`config.mk`:
```
export PLATFORM = sky130hd
export DESIGN_NAME = tcw_cursor
export DESIGN_NICKNAME = d
export VERILOG_FILES = /design/src/rtl/tcw_pkg.sv /design/src/rtl/tcw_cursor.sv
export SDC_FILE = /design/constraint.sdc
export NUM_CORES = 1
export LEC_CHECK = 0
export ABC_AREA = 1
export BUFFER_PORTS_ARGS = -buffer_cell sky130_fd_sc_hd__buf_2
export CAP_MARGIN = 30
export CORE_MARGIN = 10
export CORE_UTILIZATION = 45
export DETAILED_ROUTE_END_ITERATION = 16
export GPL_TIMING_DRIVEN = 1
export MAX_ROUTING_LAYER = met4
export SYNTH_ARGS = -nofsm -noshare
export SYNTH_HDL_FRONTEND = slang
export SYNTH_SLANG_ARGS = --single-unit
```
`constraint.sdc`:
```
create_clock -name i_clk -period 3.1 [get_ports i_clk]
set_clock_uncertainty 0.15 [all_clocks]
set_input_delay 0.155 -clock i_clk [delete_from_list [all_inputs] [get_ports i_clk]]
set_output_delay 0.155 -clock i_clk [all_outputs]
set_load 0.005 [all_outputs]
```
`src/rtl/tcw_pkg.sv`:
```
// Shared types and constants for the text console writer.
package tcw_pkg;

    localparam logic [1:0] MODE_PUT   = 2'd0;
    localparam logic [1:0] MODE_READ  = 2'd1;
    localparam logic [1:0] MODE_CLEAR = 2'd2;

    localparam logic [7:0] CHAR_BACKSPACE = 8'h08;
    localparam logic [7:0] CHAR_NEWLINE   = 8'h0A;
    localparam logic [7:0] CHAR_RETURN    = 8'h0D;
    localparam logic [7:0] CHAR_BLANK     = 8'h20;

    localparam logic [7:0] ATTR_RESET = 8'd10;

    typedef enum logic [2:0] {
        CUR_HOLD,
        CUR_HOME,
        CUR_BACK,
        CUR_RETURN,
        CUR_ADVANCE,
        CUR_NEWLINE
    } t_cur_op;

    typedef struct packed {
        logic at_last_row;
        logic at_last_col;
    } t_cur_flags;

endpackage

```
`src/rtl/tcw_cursor.sv`:
```
// Cursor row, column and linear position registers with their update rules.
module tcw_cursor #(
    parameter int COLUMNS = 80,
    parameter int ROWS = 25,
    localparam int CELLS = ROWS * COLUMNS,
    localparam int AW = $clog2(CELLS)
) (
    input  logic                i_clk,
    input  logic                i_rst_n,
    input  tcw_pkg::t_cur_op    i_op,
    output logic [AW-1:0]       o_lin,
    output tcw_pkg::t_cur_flags o_flags
);
    import tcw_pkg::*;

    localparam int CW = $clog2(COLUMNS);
    localparam int RW = $clog2(ROWS);
    localparam logic [CW-1:0] LAST_COL = CW'(COLUMNS - 1);
    localparam logic [RW-1:0] LAST_ROW = RW'(ROWS - 1);
    localparam logic [AW-1:0] BOTTOM_LIN = AW'((ROWS - 1) * COLUMNS);
    localparam logic [AW-1:0] COLS_A = AW'(COLUMNS);

    logic [RW-1:0] r_row, n_row;
    logic [CW-1:0] r_col, n_col;
    logic [AW-1:0] r_lin, n_lin;

    always_comb begin
        n_row = r_row;
        n_col = r_col;
        n_lin = r_lin;
        unique case (i_op)
            CUR_HOLD: begin
            end
            CUR_HOME: begin
                n_row = '0;
                n_col = '0;
                n_lin = '0;
            end
            CUR_BACK: begin
                if (r_col != '0) begin
                    n_col = r_col - 1'b1;
                    n_lin = r_lin - 1'b1;
                end
            end
            CUR_RETURN: begin
                n_col = '0;
                n_lin = r_lin - AW'(r_col);
            end
            CUR_NEWLINE: begin
                n_col = '0;
                if (r_row == LAST_ROW) begin
                    n_lin = BOTTOM_LIN;
                end else begin
                    n_row = r_row + 1'b1;
                    n_lin = r_lin - AW'(r_col) + COLS_A;
                end
            end
            CUR_ADVANCE: begin
                if (r_col == LAST_COL) begin
                    n_col = '0;
                    if (r_row == LAST_ROW) begin
                        n_lin = BOTTOM_LIN;
                    end else begin
                        n_row = r_row + 1'b1;
                        n_lin = r_lin + 1'b1;
                    end
                end else begin
                    n_col = r_col + 1'b1;
                    n_lin = r_lin + 1'b1;
                end
            end
            default: begin
            end
        endcase
    end

    always_ff @(posedge i_clk) begin
        if (!i_rst_n) begin
            r_row <= '0;
            r_col <= '0;
            r_lin <= '0;
        end else begin
            r_row <= n_row;
            r_col <= n_col;
            r_lin <= n_lin;
        end
    end

    assign o_lin = r_lin;
    assign o_flags.at_last_row = (r_row == LAST_ROW);
    assign o_flags.at_last_col = (r_col == LAST_COL);

endmodule

```
---- Yosys cells after proc, flatten, opt, wreduce, memory -nomap -nowiden ----
Index checks and enable logic that the tools add are counted.
operators by class
  $add $sub $neg .......................... 7
  $mul .................................... 0
  divide/modulo/power cells ............... 0
  order comparisons ....................... 0
  equal/unequal tests ..................... 9
  shift-type cells ........................ 0
  muxes and demuxes ....................... 11
  bitwise gates (word level) .............. 0
  reductions and logical operators ........ 8
operators by type and width
  cell                                                  count
  case mux 11 bit (5 select lines)                      1
  two-way mux 11 bit                                    4
  case mux 7 bit (3 select lines)                       1
  case mux 5 bit (3 select lines)                       1
  two-way mux 7 bit                                     2
  adder 11 x 1 -> 11 bit (second input constant)        1
  adder 11 x 7 -> 11 bit (second input constant)        1
  subtractor 11 x 1 -> 11 bit (second input constant)   1
  subtractor 11 x 7 -> 11 bit                           1
  two-way mux 5 bit                                     2
  adder 7 x 1 -> 7 bit (second input constant)          1
  equality test 7 bit (second input constant)           1
  nonzero test 7 bit                                    1
  subtractor 7 x 1 -> 7 bit (second input constant)     1
  equality test 3 x 2 -> 1 bit (second input constant)  2
  equality test 3 bit (second input constant)           2
  AND reduction 2 bit                                   3
  nonzero test 3 bit                                    2
  adder 5 x 1 -> 5 bit (second input constant)          1
  equality test 5 bit (second input constant)           1
  nonzero test 5 bit                                    1
  inequality test 2 bit (second input constant)         2
  equality test 3 x 1 -> 1 bit (second input constant)  1
  OR reduction 3 bit                                    1
storage, ports and cells
  register bits after elaboration ......... 23
  latch bits .............................. 0
  memory bits (writable) .................. 0
  ROM bits ................................ 0
  bits of input ports ..................... 5
  output and inout port bits .............. 13
  memories kept ........................... 0

---- Logic depth before layout (Yosys ltp) ----
Gate-level depths: netlist of the first run.
  depth after elaboration ................. 4
  mapped depth ............................ 20
  mapped depth without buffers ............ 20

---- Worst setup path before layout of the first run ----
No wires, ideal clock.
  path type ............................... reg-to-reg
  start point ............................. register r_col[2]
  end point ............................... register r_lin[8], in the netlist o_lin[8]
  arrival ................................. 2,171 ps
  data required time ...................... 2,879 ps
  setup slack ............................. 708 ps
  stages on the path, launching flop included .. 19
  period minus slack after synthesis ...... 2,392 ps
  path through ............................ dfxtp_1 buf_4 inv_1 ha_1 a21oi_1 nand2_2 nand2_1 nand3_1 and2_1 ha_1 inv_1 nand2_1 nand2_1 nor2_2 o21ai_0 nand2_1 nand2_1 nand2_1 a21oi_1
between the ends
  longest elaborated chain between the ends .. 4
  elaborated cells between the ends (all ways) .. 9
RTL lines
  element                           RTL line                            source
  from (decl)                       tcw_cursor.sv:24                    logic [CW-1:0] r_col, n_col;
  from (signal assigned)            tcw_cursor.sv:84                    r_col <= n_col;
  subtractor 11 x 7 -> 11 bit       tcw_cursor.sv:47, tcw_cursor.sv:55
  adder 11 x 7 -> 11 bit            tcw_cursor.sv:55                    n_lin = r_lin - AW'(r_col) + COLS_A;
  two-way mux 11 bit                tcw_cursor.sv:51                    if (r_row == LAST_ROW) begin
  case mux 11 bit (5 select lines)  tcw_cursor.sv:31                    unique case (i_op)
  to (signal assigned)              tcw_cursor.sv:85                    r_lin <= n_lin;
  to (decl)                         tcw_cursor.sv:25                    logic [AW-1:0] r_lin, n_lin;
Several ways; a longest one is shown, not always the timed one.
A chain may end at the register's enable or synchronous reset.

---- Final worst setup path of the first run ----
  start point ............................. register r_col[2]
  end point ............................... register r_lin[10], in the netlist o_lin[10]
The elaborated chain is that of the path after synthesis.

==> impl_metrics.tcl, run 1 <==
set metrics [dict create \
    status "finished, final reports clean" \
    viasPerCell 5.240 \
    yosysMostFrequentCell "nand2_1" \
    relSlewSlack_pct 63.20 \
    placed_cells 488 \
    total_power_w 0.001405 \
    vias 2578 \
    cp_slowest_cell "dfxtp_1" \
    wire_per_inst_microns 13.23 \
    fill_cells 582 \
    ys_seq_area_share_pct 18.74 \
    antennaDiodeCount 0 \
    grt_overflow 0 \
    initialDrtViolationCount 146 \
    synth_area_leaders "dfxtp_1, nand2_1, inv_1" \
    reg2reg_to "o_lin[10]$_SDFFE_PN0P_" \
    synthMuxAreaShare_pct 0 \
    clk_pin_slew_ns 0.09 \
    h-tree-depth 1 \
    io_buffers 17 \
    powerDensity_mw_per_mm2 534.1 \
    track_usage_pct 16.43 \
    setup_violations 0 \
    worst_slew_pin_slew_ns 0.5478 \
    rows 26 \
    fmax_mhz 366.1 \
    worst_slack_ns 0.3683 \
    cap_violations 0 \
    worstRegToRegCells 19 \
    wl_met3_microns 323 \
    rsz0062_at_grt "no" \
    ys.warnings.count 0 \
    pre_cts_ws_ns 0.4483 \
    grt_pass1_vias 2505 \
    synth_xor_area_share_pct 4.277 \
    coreArea_sq_mm 0.005205 \
    grt_pass1_wl_microns 11790 \
    holdCritStartpoint "i_rst_n" \
    stdcell_count 492 \
    async_flop_share_pct 0 \
    cts_tree "done" \
    place_area_sq_mm 0.002586 \
    crit_fanout 7 \
    vdd_drop_max_uv 209.3 \
    synthCells 409 \
    routed.top_layer "met4" \
    crit_family "simple AND/OR/NAND/NOR gates" \
    synthToLayoutAreaGrowth_pct 7.077 \
    antenna_found_initial 0 \
    critPathKind "flip-flop to flip-flop" \
    multiInputGateArea_sq_mm 0.001694 \
    drive_above_1_share_pct 13.03 \
    ios 18 \
    slowest_delay_ns 0.46 \
    synth_compound_area_share_pct 16.80 \
    final_cell_area_sq_mm 0.002631 \
    maxSlewViolCount 0 \
    synth_edf_count 0 \
    wl_microns 6511 \
    synth_top_area_share_pct 18.74 \
    ys_ff_latch 23 \
    cts_buffers 3 \
    hold_depth 3 \
    dr.pass1.iters 4 \
    synth_area_sq_mm 0.002457 \
    tns_ns 0 \
    critPathRequiredTime_ns 3.16 \
    worstPathBufferInverterCount 2 \
    synth_cell_types 37 \
    hpwl_microns 5160 \
    start_util_pct 47.21 \
    clk_path_buf_depth 2 \
    insertion_delay_ns 0.27 \
    seq_area_sq_um 460.4 \
    cp_common_cell "nand2_1" \
    nets 444 \
    die_area_sq_mm 0.008816 \
    gp_congestion 0.8690 \
    ctsResizeCount 0 \
    drcViolationCount 0 \
    cts_setup_buffers 0 \
    r2r_start "r_col[2]$_SDFFE_PN0P_" \
    synth_top_area_cell "dfxtp_1" \
    synth_ff_type "dfxtp_1" \
    hold_class "input port to flip-flop" \
    startpoint_type "flip-flop" \
    wl_met1_microns 3290 \
    die_w_microns 93.90 \
    grt_max_degree 18 \
    die_y_microns 93.90 \
    reg2reg_slack_ns 0.37 \
    hold_viol_final 0 \
    synthAdderAreaFrac_pct 8.452 \
    cts-root-buf "clkbuf_8" \
    min_period_over_period_pct 88.12 \
    yosys.area_share.simple_pct 39.41 \
    post-route-min-period_ns 2.732 \
    clock_sinks 23 \
    ctsHoldBuffers 0 \
    avgSynthCellArea_sq_um 6.008 \
    synth_top_family_by_area "simple AND/OR/NAND/NOR gates" \
    crit_chain "inv_1, ha_1, a21oi_1, nand2_2, nand2_1, nand2_1, nand2_1, and2_1, ha_1, inv_1, nand2_1, nand2_1, nor2_2, nand3_1, nand3_1, nand2_1, nand2_1, nand2_1, a21oi_2" \
    wl_met2_microns 2838 \
    end_kind "flip-flop" \
    netlist_top_cells_count "nand2_1, inv_1, nand3_1, a21oi_1, nor2_1" \
    hold_path_end "r_col[2]$_SDFFE_PN0P_" \
    synth_nets 430 \
    postRouteAntennaNets 0 \
    critPathArrivalTime_ns 2.79 \
    p_leak_nw 1.244 \
]
-- logic make-up (layout without fill, tap and decap cells) --
logic type | Yosys count | in the layout
AO/OA/AOI/OAI | 72 | 72
XOR/XNOR | 12 | 12
adder cells (fa/ha/maj) | 16 | 16
buffers and inverters | 75 | 88
flip-flops | 23 | 23
AND/OR/NAND/NOR | 211 | 211
-- how the worst max path moves through the flow --
| stage | startpoint | end | slack (ns) | depth (start not counted) |
|---|---|---|---|---|
| after floorplan | r_col[2]$_SDFFE_PN0P_ | o_lin[8]$_SDFFE_PN0P_ | 0.71 | 18 |
| after global placement | r_col[2]$_SDFFE_PN0P_ | o_lin[8]$_SDFFE_PN0P_ | 0.52 | 17 |
| after detailed placement | r_col[2]$_SDFFE_PN0P_ | o_lin[8]$_SDFFE_PN0P_ | 0.45 | 17 |
| after CTS | r_col[2]$_SDFFE_PN0P_ | o_lin[8]$_SDFFE_PN0P_ | 0.42 | 17 |
| after global routing | r_col[2]$_SDFFE_PN0P_ | o_lin[8]$_SDFFE_PN0P_ | 0.02 | 17 |
| final | r_col[2]$_SDFFE_PN0P_ | o_lin[10]$_SDFFE_PN0P_ | 0.37 | 19 |
-- sequential cells by signal (all words and copies together), names as in the netlist --
| name | count |
|---|---|
| o_lin | 11 |
| r_col | 7 |
| r_row | 5 |
-- metrics by stage --
| step | utilization, % | hold slack, ns |
|---|---|---|
| after floorplan | - | 0.1433 |
| after global placement | 49.69 | 0.3183 |
| after detailed placement | 49.69 | 0.3300 |
| after CTS | 50.55 | 0.05954 |
| after global routing | 50.55 | 0.07324 |
| final | 50.55 | 0.06253 |
-- final cells by class --
type	count	area share, %
timing repair buffer	19	3.804
inverter	65	9.272
sequential	23	17.50
tap	70	3.329
multi-input combinational	311	64.38
clock buffer	4	1.712
-- worst register-to-register path, delay by kind of cell, from the launching register on --
kind            cells  cell delay [ns]
fa+ha+maj           2             0.53
simple gates       13             1.08
compound gates      2             0.28
buf+inv             2             0.14
flops               1             0.46
-- power by group --
part           switching [W]  internal (W)
clock network       0.000107     0.0000920
registers          0.0000544      0.000325
logic               0.000524      0.000303
total               0.000686      0.000720
-- per-layer routing --
layer,GRT usage (%),vias up
li1,-,1357
met1,21.97,1162
met2,26.09,55
met3,1.519,4
met4,3.544,0
met5,-,-
-- cells in the final DEF (no fill, tap or decap), types with 9 or more instances in the layout --
cell / synthesis / final
nand3_1: 37 / 37
dfxtp_1: 23 / 23
buf_2: 1 / 17
ha_1: 15 / 15
nand2_1: 111 / 111
inv_2: 9 / 9
inv_1: 56 / 56
xor2_1: 10 / 10
nor2_1: 25 / 25
a21oi_1: 29 / 29
o21ai_0: 21 / 21
Power figures use the tool's default switching activity.
==> run 2: changes to the inputs <==
ABC_AREA = default   (was 1)
==> run 2 against run 1 <==
  * Final cell count is 11% lower
  * Sequential cell count stayed put
  * Sequential power is 1% lower
  * Die area is 2.4% higher
  * Fmax is 8.6% lower
  * Critical path type unchanged
  * Largest cell class unchanged
==> impl_metrics.tcl, run 2 <==
set metrics [dict create \
    placed_cells 434 \
    rows 27 \
    vdd_drop_max_uv 248.0 \
    synth_cell_types 64 \
    nets 389 \
    ios 18 \
    ctsHoldBuffers 0 \
    wl_microns 7522 \
    synthCells 347 \
    mostFrequentLayoutCells "nor2_1, nand2_1, dfxtp_1" \
    start_util_pct 46.30 \
    critPathKind "flip-flop to flip-flop" \
    synth_area_sq_mm 0.002534 \
    worst_slack_ns 0.1129 \
    hold_viol_final 0 \
    ys.warnings.count 0 \
    yosysMostFrequentCell "nor2_1" \
    critPathRequiredTime_ns 3.12 \
    largest_reg_flops 11 \
    antennaDiodeCount 0 \
    synth_compound_area_share_pct 31.06 \
    netlist_top_cells_count "nor2_1, nand2_1, dfxtp_1, o21ai_0, a21oi_1" \
    synth_area_leaders "dfxtp_1, ha_1, nor2_1" \
    synth_top_family_by_area "compound AO/OA/AOI/OAI gates" \
    drcViolationCount 0 \
    synth_top_area_share_pct 18.17 \
    worst_slew_pin_slew_ns 0.6104 \
    cts_tree "done" \
    synthMuxAreaShare_pct 0 \
    crit_chain "inv_1, ha_2, inv_1, fa_2, a21o_1, a311o_1, a32oi_2, a31oi_2, xnor3_1, and2_1, o311a_1" \
    hold_class "input port to flip-flop" \
    clk_path_buf_depth 2 \
    startpoint_type "flip-flop" \
    die_w_microns 95.04 \
    pre_cts_ws_ns 0.07587 \
    io_buffers 17 \
    async_flop_share_pct 0 \
    cp_common_cell "inv_1" \
    fmax_mhz 334.8 \
    synth_edf_count 0 \
    status "finished, final reports clean" \
    end_kind "flip-flop" \
    synthToLayoutAreaGrowth_pct 11.90 \
    hpwl_microns 5672 \
    setup_violations 0 \
    cp_slowest_cell "a311o_1" \
    wire_per_inst_microns 17.13 \
    cts-root-buf "clkbuf_8" \
    synth_xor_area_share_pct 7.111 \
    synth_ff_type "dfxtp_1" \
    relSlewSlack_pct 58.25 \
    vias 2726 \
    synth_nets 368 \
    stdcell_count 439 \
    track_usage_pct 17.43 \
    maxSlewViolCount 0 \
    post-route-min-period_ns 2.987 \
    avgSynthCellArea_sq_um 7.302 \
    p_leak_nw 1.148 \
    insertion_delay_ns 0.27 \
    cts_buffers 3 \
    coreArea_sq_mm 0.005473 \
    synth_top_area_cell "dfxtp_1" \
    drive_above_1_share_pct 17.17 \
    antenna_found_initial 0 \
    grt_pass1_vias 2527 \
    clk_pin_slew_ns 0.09 \
    synthAdderAreaFrac_pct 8.198 \
    fill_cells 557 \
    hold_depth 2 \
    die_y_microns 95.04 \
    ys_seq_area_share_pct 18.17 \
    worstRegToRegCells 11 \
    viasPerCell 6.210 \
    gp_congestion 0.9644 \
    initialDrtViolationCount 284 \
    dr.pass1.iters 6 \
    postRouteAntennaNets 0 \
    h-tree-depth 1 \
    powerDensity_mw_per_mm2 527.4 \
    yosys.area_share.simple_pct 29.58 \
    die_area_sq_mm 0.009032 \
    critPathArrivalTime_ns 3.01 \
    grt_overflow 0 \
    grt_max_degree 25 \
    ys_ff_latch 23 \
    slowest_delay_ns 0.37 \
    clock_sinks 23 \
    cap_violations 0 \
    crit_fanout 4 \
    final_common_cell "nor2_1" \
    grt_pass1_wl_microns 12530 \
    min_period_over_period_pct 96.36 \
]
## run 2: cell count changes after synthesis, moves of 6 or more
cell	previous run	this run
nand2_1	111	30
a21boi_0	1	7
inv_1	56	14
nor2_1	25	39
nand3_1	37	14
xnor2_1	2	10
a21o_1	0	7
inv_2	9	0
a21oi_1	29	17
nor2b_1	0	8
clkbuf_1	4	13
## run 2: final cells by class
| type | instances | area, sq um | share of cell area, % |
|---|---|---|---|
| Tap cell | 72 | 90.09 | 3.177 |
| Inverter | 14 | 52.55 | 1.853 |
| Timing Repair Buffer | 37 | 235.2 | 8.297 |
| Multi-Input combinational cell | 289 | 1952 | 68.84 |
| Sequential cell | 23 | 460.4 | 16.24 |
| Clock buffer | 4 | 45.04 | 1.589 |
## run 2: report_power, final
| part | switching [W] | internal [W] | total (W) |
|---|---|---|---|
| registers | 0.0000504 | 0.000324 | 0.000374 |
| clock network | 0.000110 | 0.0000922 | 0.000202 |
| logic | 0.000493 | 0.000426 | 0.000919 |
## run 2: stage by stage
stage | cell area, sq um | util [%] | hold slack, ns | power, W | TNS, ns
detailed placement | 2755 | 50.34 | 0.3661 | 0.001244 | 0
finish | 2835 | 51.81 | 0.1774 | 0.001495 | 0
CTS | 2800 | 51.17 | 0.1785 | 0.001448 | 0
global placement | 2755 | 50.34 | 0.3485 | 0.001241 | 0
floorplan | 2534 | - | 0.1782 | 0.001037 | 0
global route | 2835 | 51.81 | 0.1856 | 0.001619 | -0.004010
## run 2: routing by layer
metal,wire length [microns],track usage [%],up-vias
met5,0,-,-
met4,90,4.489,0
met3,383,2.278,14
met2,3465,27.57,101
met1,3582,22.88,1280
li1,-,-,1331
## run 2: path summary, 6_finish.rpt
| check | startpoint | to | slack, ns |
|---|---|---|---|
| max | o_lin[0]$_SDFFE_PN0P_ | o_lin[7]$_SDFFE_PN0P_ | 0.11 |
| min | i_rst_n | o_lin[7]$_SDFFE_PN0P_ | 0.18 |
| max reg2reg | o_lin[0]$_SDFFE_PN0P_ | o_lin[7]$_SDFFE_PN0P_ | 0.11 |
| min reg2reg | r_row[4]$_SDFFE_PN0P_ | r_row[4]$_SDFFE_PN0P_ | 0.39 |
## run 2: critical path, delay by kind of cell, from the launching register on
kind            cells  cell delay, ns
flops               1            0.32
xor+xnor            1            0.34
buf+inv             2            0.12
simple gates        1            0.16
fa+ha+maj           2            0.53
compound gates      5            1.26
## run 2: cells by family after synthesis
kind of cell / Yosys count
XOR/XNOR: 19
AO/OA/AOI/OAI: 107
flip-flops: 23
buffers and inverters: 35
AND/OR/NAND/NOR: 147
adder cells (fa/ha/maj): 16
## run 2: repair_timing
item	in CTS	in global routing
setup endpoints to repair	0	2
setup buffers	0	1
gates resized for setup	0	8
endpoints found under the hold margin	0	0
